<file path="config.mk">
export PLATFORM = sky130hd
export DESIGN_NAME = lobm_book
export DESIGN_NICKNAME = d
export VERILOG_FILES = /design/src/rtl/lobm_pkg.sv /design/src/rtl/lobm_book.sv
export SDC_FILE = /design/constraint.sdc
export NUM_CORES = 2
export LEC_CHECK = 0
export ABC_CLOCK_PERIOD_IN_PS = 16600
export BUFFER_PORTS_ARGS = -buffer_cell sky130_fd_sc_hd__buf_2
export CORE_MARGIN = 3
export CORE_UTILIZATION = 55
export DETAILED_ROUTE_END_ITERATION = 7
export GPL_ROUTABILITY_DRIVEN = 0
export PLACE_DENSITY_LB_ADDON = 0.05
export SKIP_LAST_GASP = 1
export SYNTH_ARGS = -nofsm -noshare
export SYNTH_HDL_FRONTEND = slang
export SYNTH_MEMORY_MAX_BITS = 65536
export SYNTH_SLANG_ARGS = --single-unit
</file>
<file path="constraint.sdc">
create_clock -name aclk -period 16.6 [get_ports aclk]
set_input_delay 0.83 -clock aclk [delete_from_list [all_inputs] [get_ports aclk]]
set_output_delay 0.83 -clock aclk [all_outputs]
set_load 0.02 [all_outputs]
</file>
<file path="src/rtl/lobm_pkg.sv">
// package: shared types, codes and defaults of the limit order book matcher
`timescale 1ns / 1ps
package lobm_pkg;

    localparam int BOOK_ENTRIES_DEF = 32;

    localparam logic [1:0] CMD_INSERT = 2'd0;
    localparam logic [1:0] CMD_AMEND  = 2'd1;
    localparam logic [1:0] CMD_PULL   = 2'd2;
    localparam logic [1:0] CMD_BAD    = 2'd3;

    typedef enum logic [2:0] {
        ST_RESTED    = 3'd0,
        ST_FILLED    = 3'd1,
        ST_DUPLICATE = 3'd2,
        ST_UNKNOWN   = 3'd3,
        ST_FULL      = 3'd4,
        ST_BAD_CMD   = 3'd5
    } status_t;

    typedef enum logic [2:0] {
        S_IDLE,
        S_FIND,
        S_MATCH,
        S_FILL,
        S_FREE,
        S_DONE,
        S_OUT
    } state_t;

    // one resting order
    typedef struct packed {
        logic [31:0] order_id;
        logic [7:0]  symbol;
        logic        side;
        logic [31:0] price;
        logic [31:0] volume;
        logic [31:0] stamp;
    } entry_t;

    // book write port controls
    typedef struct packed {
        logic we;
        logic set_valid;
        logic clr_valid;
    } book_wr_t;

endpackage

</file>
<file path="src/rtl/lobm_book.sv">
// book storage: entry memory with registered read and per-entry valid flags
`timescale 1ns / 1ps
module lobm_book #(
    parameter int BOOK_ENTRIES = lobm_pkg::BOOK_ENTRIES_DEF,
    localparam int IDX_W = (BOOK_ENTRIES > 1) ? $clog2(BOOK_ENTRIES) : 1
) (
    input  logic                    aclk,
    input  logic                    aresetn,
    input  logic [IDX_W-1:0]        rd_addr,
    output lobm_pkg::entry_t        rd_data,
    input  lobm_pkg::book_wr_t      wr_ctl,
    input  logic [IDX_W-1:0]        wr_addr,
    input  lobm_pkg::entry_t        wr_data,
    output logic [BOOK_ENTRIES-1:0] valid
);
    import lobm_pkg::*;

    entry_t mem [BOOK_ENTRIES];
    logic [BOOK_ENTRIES-1:0] valid_reg;

    always_ff @(posedge aclk) begin
        if (wr_ctl.we) begin
            mem[wr_addr] <= wr_data;
        end
        rd_data <= mem[rd_addr];
    end

    always_ff @(posedge aclk) begin
        if (!aresetn) begin
            valid_reg <= '0;
        end else if (wr_ctl.set_valid) begin
            valid_reg[wr_addr] <= 1'b1;
        end else if (wr_ctl.clr_valid) begin
            valid_reg[wr_addr] <= 1'b0;
        end
    end

    assign valid = valid_reg;

endmodule

</file>
==> results.md <==
- Area fraction in compound gates after synthesis: 2.36%
- Sequential area share after synthesis: 80.8%
- Post-synthesis cell type count: 32
- Critical path, cell by cell: buf_12 > buf_4 > buf_4 > buf_12 > buf_4 > mux4_2 > o22ai_1 > nor4_1
- Remaining Overflow, GRT: 0
- Hold_sp: wr_data[45]
- Core ar.: 301000 µm²
- R2r worst-path depth: 3
- #FFs+latches synth: 4553
- Clk_lat worst skew: 0.97 ns
- Simple-gate share of the synthesized area: 0.931%
- R2r startpoint: mem[22][133]
- CTS resizes: 0
- Critical Path AT: 5.76 ns
- Post-DRT Antenna Nets: 0
- Largest net degree at the start of global routing: 132
- Largest family of logic cells by synthesized area: multiplexers
- Die Area: 311000 µm²
- Slowest stage cell, crit path: buf_4
- Register area: 135000 µm²
- Die X: 557 µm
- Lkg Pwr: 58.8 nW
- YS warnings: 0
- Synth Area in XOR/XNOR: 0%
- Most frequent cells in the layout: edfxtp_1 (4384), mux4_2 (1064), o22ai_1 (516)
- First-pass GRT wire length: 610000 µm
- Clock buffer count from CTS: 450
- Area growth, synth to finish: 12.7%
- Worst rel slew slack: 16.1%
- Routed vias/inst: 6.67
- Critical Path End Type: flop
- Crit-path most repeated cell: buf_4
- WL final: 433000 µm
- CTS sink cnt: 4553
- Multi-input gate area in the final layout: 30400 µm²
- Worst-margin pin slew: 1.26 ns
- Worst Hold Endpoint: mem[9][45]
- Tmin final: 4.94 ns
- Setup TNS: 0 ns
- Synthesized Nets: 7137
- Nets@finish: 7697
- Setup bufs post-CTS: 0
- DR WL/cell: 36.3 µm
- Fmax: 202 MHz
- Worst min path class: input port to flop
- Clock-pin slew on the worst setup and hold paths: 0.06 ns
- Crit share post-route: 29.8%
- Vias: 79500
- Die Y: 557 µm
- Critical path's top delay family: buffers and inverters
- Max Cap Viol: 0
- I/O Pins: 321
- Worst EP required: 17.42 ns
- Pre-Repair DR Iteration Count: 5
- Placed wire-length estimate: 204000 µm
- R2R Setup Slk: 14.71 ns
- Fraction of layout instances using a drive strength above 1: 28.5%
- Root buffer cell: clkbuf_16
- Unrepaired setup endpoints after global routing: false
- Hold buffers post-CTS: 0
- CP Class: input port to flop
- TritonCTS clock tree: done
- Mean Syn Cell Area: 23.9 µm²
- Critical path fanouts, max: 108
- Status: complete, no violations
- Mapped Cells: 6985
- Vias in the first global route: 80700
- Adder-cell share of the synthesized area: 0%
- Post-Route Skew: 0.0363 ns
- FP Rows: 201
- IO Port Bufs: 320
- Syn Std Cell Area: 167000 µm²
- Worst Hold Depth: 1
- Multiplexer share of the synthesized area: 14.7%
- Slowest stage delay, CP: 0.84 ns
- Commonest non-fill, non-tap cell in the layout: edfxtp_1
- Maximum root-to-sink buffer count: 4
- VDD IR max: 0.0944 mV
- Critical path launch point type: input port
- Initial antenna violation count: 64
- Final Hold Vio Count: 0
- WP buf/inv: 5
- Htree depth: 5
- Pwr/cell area: 127 nW/µm²
- Tot GR Track Use: 28.1%
- Post-route DRC: 0
- Reg2reg end: rd_data[133]
- DR iter-0 viols: 9780
- Max Slew Vio Count: 0
- Final Util: 62.6%
- Fillers: 20300
- # setup viols final: 0
- Starting density of the core: 55.5%
[cell families (layout without fill, tap and decap cells)]
group           Yosys count  in the layout
buf+inv                 384           1332
simple gates            292            292
other cells               0             28
mux                    1128           1128
compound gates          628            628
flops                  4553           4553
[worst max path at each step]
stage / start / slack [ns] / cells past startpoint / to
after floorplan: wr_addr[2] / 8.70 / 5 / mem[20][0]
after global placement: rd_addr[0] / 10.49 / 8 / rd_data[63]
after detailed placement: rd_addr[0] / 10.51 / 8 / rd_data[63]
after CTS: rd_addr[0] / 11.52 / 8 / rd_data[63]
after global routing: rd_addr[0] / 11.13 / 8 / rd_data[51]
final: rd_addr[0] / 11.66 / 8 / rd_data[63]
[report_power, final]
part           switching, W  leakage [nW]  total [W]  internal (W)
logic              0.000662          10.8    0.00104      0.000379
clock network       0.00424          7.18     0.0100       0.00578
registers         0.0000690          40.9     0.0128        0.0128
[area by class of cell]
type | count | share of cell area, %
Multi-Input combinational cell | 2048 | 16.1
Sequential cell | 4553 | 71.7
Tap cell | 3958 | 2.63
Timing Repair Buffer | 492 | 1.76
Antenna cell | 28 | 0.0372
Clock inverter | 254 | 1.27
Clock buffer | 586 | 6.49
[stage by stage]
step / cell area, µm² / std cells / setup slack, ns / hold slack, ns / power [W]
6_report: 188000 / 11900 / 11.66 / 0.350 / 0.0239
3_5_place_dp: 174000 / 11100 / 10.51 / 0.475 / 0.0141
4_1_cts: 188000 / 11900 / 11.52 / 0.261 / 0.0241
2_1_floorplan: 167000 / 6985 / 8.70 / 0.555 / 0.0137
5_1_grt: 188000 / 11900 / 11.13 / 0.318 / 0.0246
3_3_place_gp: 174000 / 11000 / 10.49 / 0.469 / 0.0141
[flip-flops by register name, summed over array words and instances (netlist names), named ones only]
name and flops:
mem 4384, rd_data 137
[metal layers]
metal	vias to the layer above	global-route usage [%]	part of all wire, %
met3	647	5.97	9.2
met1	43500	40.9	40
li1	31500	-	-
met4	24	6.37	2.3
met2	3795	44.5	48
met5	-	0	0.033
[synth_stat cells]
cell type | number | area share (%)
nand2_1 | 60 | 0.13
nor2b_1 | 6 | 0.022
and2_0 | 1 | 0.0037
buf_1 | 17 | 0.038
or3_1 | 2 | 0.0075
mux2i_1 | 64 | 0.38
o22ai_1 | 516 | 1.9
nand2b_1 | 2 | 0.0075
a22oi_1 | 32 | 0.14
a21oi_1 | 16 | 0.048
nand3b_1 | 3 | 0.013
and2_1 | 7 | 0.026
dfxtp_1 | 169 | 2.0
buf_4 | 85 | 0.38
nor4_1 | 129 | 0.48
and3b_1 | 1 | 0.0052
or2_1 | 3 | 0.011
clkbuf_1 | 120 | 0.27
buf_2 | 158 | 0.47
mux4_2 | 1064 | 14
nor3b_1 | 1 | 0.0045
a21boi_0 | 32 | 0.14
nor2_1 | 41 | 0.092
and3_1 | 3 | 0.011
or2_2 | 2 | 0.0075
buf_6 | 4 | 0.027
nor3_1 | 2 | 0.0060
edfxtp_1 | 4384 | 79
o21ai_0 | 32 | 0.096
or3b_2 | 1 | 0.0052
nand4_1 | 8 | 0.030
nand3_1 | 20 | 0.060
(Power assumes the default switching activity.)
