<file path="src/rtl/lobm_pkg.sv">
// package: shared types, codes and defaults of the limit order book matcher
`timescale 1ns / 1ps
package lobm_pkg;

    localparam int BOOK_ENTRIES_DEF = 32;

    localparam logic [1:0] CMD_INSERT = 2'd0;
    localparam logic [1:0] CMD_AMEND  = 2'd1;
    localparam logic [1:0] CMD_PULL   = 2'd2;
    localparam logic [1:0] CMD_BAD    = 2'd3;

    typedef enum logic [2:0] {
        ST_RESTED    = 3'd0,
        ST_FILLED    = 3'd1,
        ST_DUPLICATE = 3'd2,
        ST_UNKNOWN   = 3'd3,
        ST_FULL      = 3'd4,
        ST_BAD_CMD   = 3'd5
    } status_t;

    typedef enum logic [2:0] {
        S_IDLE,
        S_FIND,
        S_MATCH,
        S_FILL,
        S_FREE,
        S_DONE,
        S_OUT
    } state_t;

    // one resting order
    typedef struct packed {
        logic [31:0] order_id;
        logic [7:0]  symbol;
        logic        side;
        logic [31:0] price;
        logic [31:0] volume;
        logic [31:0] stamp;
    } entry_t;

    // book write port controls
    typedef struct packed {
        logic we;
        logic set_valid;
        logic clr_valid;
    } book_wr_t;

endpackage

</file>
<file path="src/rtl/lobm_cmp.sv">
// shared compare unit: eligibility and price-time priority of one candidate
`timescale 1ns / 1ps
module lobm_cmp (
    input  lobm_pkg::entry_t cand,
    input  logic             cand_valid,
    input  lobm_pkg::entry_t best,
    input  logic             have_best,
    input  logic [7:0]       symbol,
    input  logic             side,
    input  logic [31:0]      limit,
    output logic             take
);
    import lobm_pkg::*;

    logic price_ok;
    logic better;

    always_comb begin
        price_ok = side ? (cand.price >= limit) : (cand.price <= limit);
        if (!have_best) begin
            better = 1'b1;
        end else if (cand.price != best.price) begin
            better = side ? (cand.price > best.price) : (cand.price < best.price);
        end else begin
            better = cand.stamp < best.stamp;
        end
        take = cand_valid && (cand.symbol == symbol) && (cand.side != side)
            && price_ok && better;
    end

endmodule
</file>
<file path="config.mk">
export PLATFORM = sky130hd
export DESIGN_NAME = lobm_cmp
export DESIGN_NICKNAME = d
export VERILOG_FILES = /design/src/rtl/lobm_pkg.sv /design/src/rtl/lobm_cmp.sv
export SDC_FILE = /design/constraint.sdc
export NUM_CORES = 1
export LEC_CHECK = 0
export BUFFER_PORTS_ARGS = -buffer_cell sky130_fd_sc_hd__buf_2
export CORE_AREA = 3 3 124 126
export DETAILED_ROUTE_END_ITERATION = 16
export DIE_AREA = 0 0 127 129
export GPL_TIMING_DRIVEN = 0
export PLACE_DENSITY = 0.5
export SYNTH_ARGS = -nofsm -noshare
export SYNTH_HDL_FRONTEND = slang
export SYNTH_SLANG_ARGS = --single-unit
</file>
<file path="constraint.sdc">
create_clock -name vclk -period 10.5
set_input_delay 3.15 -clock vclk [all_inputs]
set_output_delay 3.15 -clock vclk [all_outputs]
set_load 0.03 [all_outputs]
</file>
==> flow_metrics.env, run 1 <==
export IMPL_die_x_um=127
export IMPL_yosysTopAreaCell="ha_1"
export IMPL_tns_ns=0
export IMPL_area_growth_pct=44.8
export IMPL_drv_slew=0
export IMPL_grt_overflow_total=0
export IMPL_placed_area_um2=3670
export IMPL_min_from="cand_valid"
export IMPL_grt_util_met3_pct=2.20
export IMPL_p_seq_share_pct=0
export IMPL_clock_fmax_mhz=116
export IMPL_grt_usage_pct=9.62
export IMPL_p_int_uw=62.8
export IMPL_start_util_pct=17.6
export IMPL_crit_arrival_ns=5.51
export IMPL_antenna_found_initial=0
export IMPL_portBuffers=181
export IMPL_status="finished clean"
export IMPL_grt_pass1_wl_um=13200
export IMPL_drc_errors=0
export IMPL_nFlopsAndLatches=0
export IMPL_layout_drive_gt1_share_pct=35.2
export IMPL_seq_area_frac_synth_pct=0
export IMPL_critPathMaxFanout=2
export IMPL_yosysUniqueCellTypes=32
export IMPL_yosys_top_cells_area="ha_1 47%, inv_1 14%, a21o_1 5.6%, a21oi_1 5.5%, nand4_1 4.4%"
export IMPL_antenna_left=0
export IMPL_gr_usage_met2_pct=16.1
export IMPL_std_cell_rows=44
export IMPL_drt_vias_per_instance=4.08
export IMPL_seq_area_um2=0
export IMPL_swShare_pct=47.4
export IMPL_n_clock_buffer=0
export IMPL_grt_pass1_vias=2847
export IMPL_whs_endpoint="take"
export IMPL_path_class="in2out"
export IMPL_final_area_um2=3670
export IMPL_core_um2=14400
export IMPL_layoutNonFillerInstCount=709
export IMPL_yosys_warnings=0
export IMPL_busiest_layer="met2"
export IMPL_end_kind="primary output"
export IMPL_dp_cells=709
export IMPL_startpoint_type="input pin"
export IMPL_finalCriticalPeriod_ns=8.66
export IMPL_whs_path_depth=5
export IMPL_p_leak_nw=2.32
export IMPL_globalplace_congestion=0.765
export IMPL_final_util_pct=25.4
export IMPL_syn_num_nets=756
export IMPL_clock_power_share_pct=0
export IMPL_rsz0062_at_grt="false"
export IMPL_postCtsSetupRepairBufs=0
export IMPL_p_per_area_nw_per_um2=32.5
export IMPL_hold_buffers=0
export IMPL_final_cell_mix="181 x buf_2, 95 x inv_1, 95 x ha_1"
export IMPL_setup_viol=0
export IMPL_syn_area_um2=2530
export IMPL_tightest_slew_ns=0.522
export IMPL_drt_first_pass_iters=4
export IMPL_period_share_pct=82.5
export IMPL_initialDrtViolationCount=72
export IMPL_io_pins=318
export IMPL_ir_drop_mv=0.0118
export IMPL_diodes=0
export IMPL_synthCells=344
export IMPL_hp_class="in2out"
export IMPL_wirelength_um=8300
export IMPL_cts_resized=0
export IMPL_final_common_cell="buf_2"
export IMPL_maxCapViolations=0
export IMPL_fin_nets=939
export IMPL_hold_viol=0
export IMPL_die_h_um=129
export IMPL_die_area_um2=16400
export IMPL_syn_area_per_cell_um2=7.37
export IMPL_synth_top_area_share_pct=46.9
export IMPL_wire_per_inst_um=11.7
export IMPL_switching_power_uw=56.5
export IMPL_critPathRequiredTime_ns=7.35
export IMPL_dp_hpwl_um=8100
export IMPL_dr_total_vias=2890
export IMPL_grt_use_met1_pct=13.5
export IMPL_grt_max_degree=4
export IMPL_timing_slew_headroom_pct=65.2
export IMPL_combinationalPowerShare_pct=100.0
[per-layer routing]
metal	up-vias	wire length (µm)
met5	-	0
li1	1571	-
met4	0	0
met2	134	3490
met3	0	943
met1	1185	3860
[Yosys cell counts, types with 2 or more instances]
master	count
nor2b_1	4
a21boi_0	2
ha_1	95
a211oi_1	4
nand4_1	18
o21ai_0	5
o41ai_1	2
inv_1	95
a221o_1	2
a21o_1	19
a221oi_1	2
a21oi_1	28
o211ai_1	3
a21oi_2	2
nand3_1	13
nor3_1	4
nor2_1	6
nand2_1	13
and4_1	6
xnor2_1	9
[through the flow]
| stage | hold slack, ns | setup WS, ns | power (mW) |
|---|---|---|---|
| CTS | 6.84 | 1.77 | 0.122 |
| finish | 6.82 | 1.84 | 0.119 |
| global route | 6.88 | 1.68 | 0.141 |
| floorplan | 6.58 | 2.36 | 0.0659 |
| detailed placement | 6.84 | 1.77 | 0.121 |
| global placement | 6.83 | 1.80 | 0.121 |
[area by class of cell]
type | count | area [µm²]
Fill cell | 1670 | 10800
Multi-Input combinational cell | 249 | 2180
Timing Repair Buffer | 181 | 906
Inverter | 95 | 357
Tap cell | 184 | 230
[logic make-up after synthesis]
kind of cell               synth area share [%]
AOI/OAI and AO/OA                          20.3
xor gates and xnor gates                   3.46
adders and majority gates                  46.9
buffers and inverters                      14.1
and+or+nand+nor                            15.2
[worst max-delay path, cell delays in order]
cell	delay (ns)
buf_2	0.11
ha_1	0.30
a21o_1	0.20
a221o_1	0.33
a221oi_1	0.52
o211ai_1	0.29
xnor2_1	0.18
o221a_1	0.24
buf_2	0.18
[power by group through the flow]
stage	clock network (mW)	logic [mW]	registers (mW)
after detailed placement	0	0.121	0
final	0	0.119	0
after CTS	0	0.122	0
after global routing	0	0.141	0
after global placement	0	0.121	0
after floorplan	0	0.0659	0
[worst max-delay path by stage]
stage          startpoint    to  slack (ns)  depth (start not counted)
6_report         cand[89]  take        1.84                          9
5_1_grt          best[78]  take        1.68                         11
4_1_cts          cand[65]  take        1.77                         10
3_5_place_dp     cand[65]  take        1.77                         10
3_3_place_gp     cand[89]  take        1.80                          9
2_1_floorplan    best[83]  take        2.36                          9
Power figures use the tool's default switching activity.
==> run 2: changes to the inputs <==
- CORE_AREA: 3 3 124 126 -> 3 3 122 124
- DIE_AREA: 0 0 127 129 -> 0 0 125 127
- PLACE_DENSITY: 0.5 -> 0.53
- clock period: 10.5 -> 7.5 ns (I/O delays scaled with it)
==> run 2 against run 1 <==
Routed wire length rose by 3.6%. Final cell count fell by 0.42%. Power rose by 40%. Utilization rose by 0.98 points. Worst setup slack got worse by 1.1 ns. Cell area barely moved. Non-clock buffer count did not move. Flip-flop and latch count did not move. Hold slack got worse by 1.8 ns. Highest routed layer is now met5. Critical path depth did not move.
==> flow_metrics.env, run 2 (synthesis results as in run 1) <==
export IMPL_grt_max_degree=4
export IMPL_drt_vias_per_instance=4.10
export IMPL_fin_nets=939
export IMPL_p_int_uw=87.7
export IMPL_area_growth_pct=44.7
export IMPL_wirelength_um=8600
export IMPL_die_h_um=127
export IMPL_timing_slew_headroom_pct=70.0
export IMPL_crit_start="cand[89]"
export IMPL_antenna_left=0
export IMPL_cp_num_cells=9
export IMPL_end_kind="primary output"
export IMPL_seq_area_um2=0
export IMPL_final_common_cell="buf_2"
export IMPL_swShare_pct=47.4
export IMPL_portBuffers=181
export IMPL_die_area_um2=15900
export IMPL_dr_total_vias=2895
export IMPL_path_buf_inv=2
export IMPL_fillers=1603
export IMPL_std_cell_rows=43
export IMPL_tns_ns=0
export IMPL_status="finished clean"
export IMPL_layout_setup_ws_ns=0.735
export IMPL_grt_pass1_wl_um=13800
export IMPL_nFlopsAndLatches=0
export IMPL_die_x_um=125
export IMPL_grt_usage_pct=10.4
export IMPL_grt_pass1_vias=2950
export IMPL_wire_per_inst_um=12.2
export IMPL_crit_top_cell="buf_2"
export IMPL_layoutNonFillerInstCount=706
export IMPL_drt_first_pass_iters=4
export IMPL_finalCriticalPeriod_ns=6.77
export IMPL_dp_hpwl_um=8410
export IMPL_hp_class="in2out"
export IMPL_core_um2=13900
export IMPL_combinationalPowerShare_pct=100.0
export IMPL_cp_slowest_cell="a221oi_1"
export IMPL_io_pins=318
export IMPL_p_seq_share_pct=0
export IMPL_path_cells="buf_2, ha_1, a21o_1, a221o_1, a221oi_1, o211ai_1, xnor2_1, o221a_1, buf_2"
export IMPL_cts_resized=0
export IMPL_initialDrtViolationCount=57
export IMPL_crit_path_end="take"
export IMPL_final_area_um2=3670
export IMPL_startpoint_type="input pin"
export IMPL_hold_buffers=0
export IMPL_layout_drive_gt1_share_pct=35.2
export IMPL_drv_slew=0
export IMPL_start_util_pct=18.3
export IMPL_path_delay_family="compound AO/OA/AOI/OAI gates"
export IMPL_period_share_pct=90.2
export IMPL_clock_fmax_mhz=148
export IMPL_crit_arrival_ns=4.52
export IMPL_n_clock_buffer=0
export IMPL_critPathMaxFanout=2
export IMPL_setup_viol=0
export IMPL_dp_cells=705
export IMPL_path_class="in2out"
export IMPL_placed_area_um2=3660
export IMPL_clock_power_share_pct=0
export IMPL_grt_overflow_total=0
export IMPL_critPathRequiredTime_ns=5.25
export IMPL_postCtsSetupRepairBufs=0
export IMPL_p_per_area_nw_per_um2=45.5
export IMPL_hold_viol=0
export IMPL_final_util_pct=26.4
export IMPL_p_leak_nw=2.32
export IMPL_critPathMaxStageDelay_ns=0.46
export IMPL_rsz0062_at_grt="false"
export IMPL_switching_power_uw=79.1
export IMPL_tightest_slew_ns=0.444
export IMPL_globalplace_congestion=0.805
export IMPL_pre_cts_ws_ns=0.606
export IMPL_ir_drop_mv=0.0144
export IMPL_maxCapViolations=0
export IMPL_drc_errors=0
export IMPL_final_cell_mix="181 x buf_2, 95 x inv_1, 95 x ha_1"
export IMPL_antenna_found_initial=1
-- run 2: changes by cell type in the layout (fill, tap and decap cells not counted), sizes merged --
cell   change
diode      +1
-- run 2: how the worst min path moves through the flow --
stage | start | endpoint | slack, ns | cells past startpoint
2_1_floorplan | cand_valid | take | 4.78 | 3
3_3_place_gp | cand_valid | take | 5.01 | 5
3_5_place_dp | cand_valid | take | 5.01 | 5
4_1_cts | cand_valid | take | 5.01 | 5
5_1_grt | cand_valid | take | 5.03 | 5
6_report | cand_valid | take | 4.99 | 5
-- run 2: power by group through the flow --
stage | Combinational, mW | Clock (mW) | Sequential [mW]
6_report | 0.167 | 0.0000000179 | 0
5_1_grt | 0.196 | 0 | 0
4_1_cts | 0.171 | 0 | 0
3_5_place_dp | 0.170 | 0 | 0
3_3_place_gp | 0.168 | 0 | 0
2_1_floorplan | 0.0923 | 0 | 0
-- run 2: per-layer routing --
layer | global-route usage [%] | wire length [µm] | vias to the layer above
met1 | 14.1 | 3930 | 1181
met2 | 17.8 | 3730 | 139
met5 | 0 | 20 | -
met3 | 2.59 | 922 | 2
met4 | 0 | 1 | 2
li1 | - | - | 1571
-- run 2: cell type report --
| type | count | area, µm² | share of cell area (%) |
|---|---|---|---|
| multi-input cells | 249 | 2180 | 59.4 |
| repair buffers | 181 | 906 | 24.7 |
| inverters | 95 | 357 | 9.72 |
| well taps | 180 | 225 | 6.14 |
| diodes | 1 | 2.50 | 0.0682 |
-- run 2: stage by stage --
step                power, mW  hold WS, ns
floorplan              0.0923         4.78
global placement        0.168         5.01
detailed placement      0.170         5.01
CTS                     0.171         5.01
global route            0.196         5.03
finish                  0.167         4.99
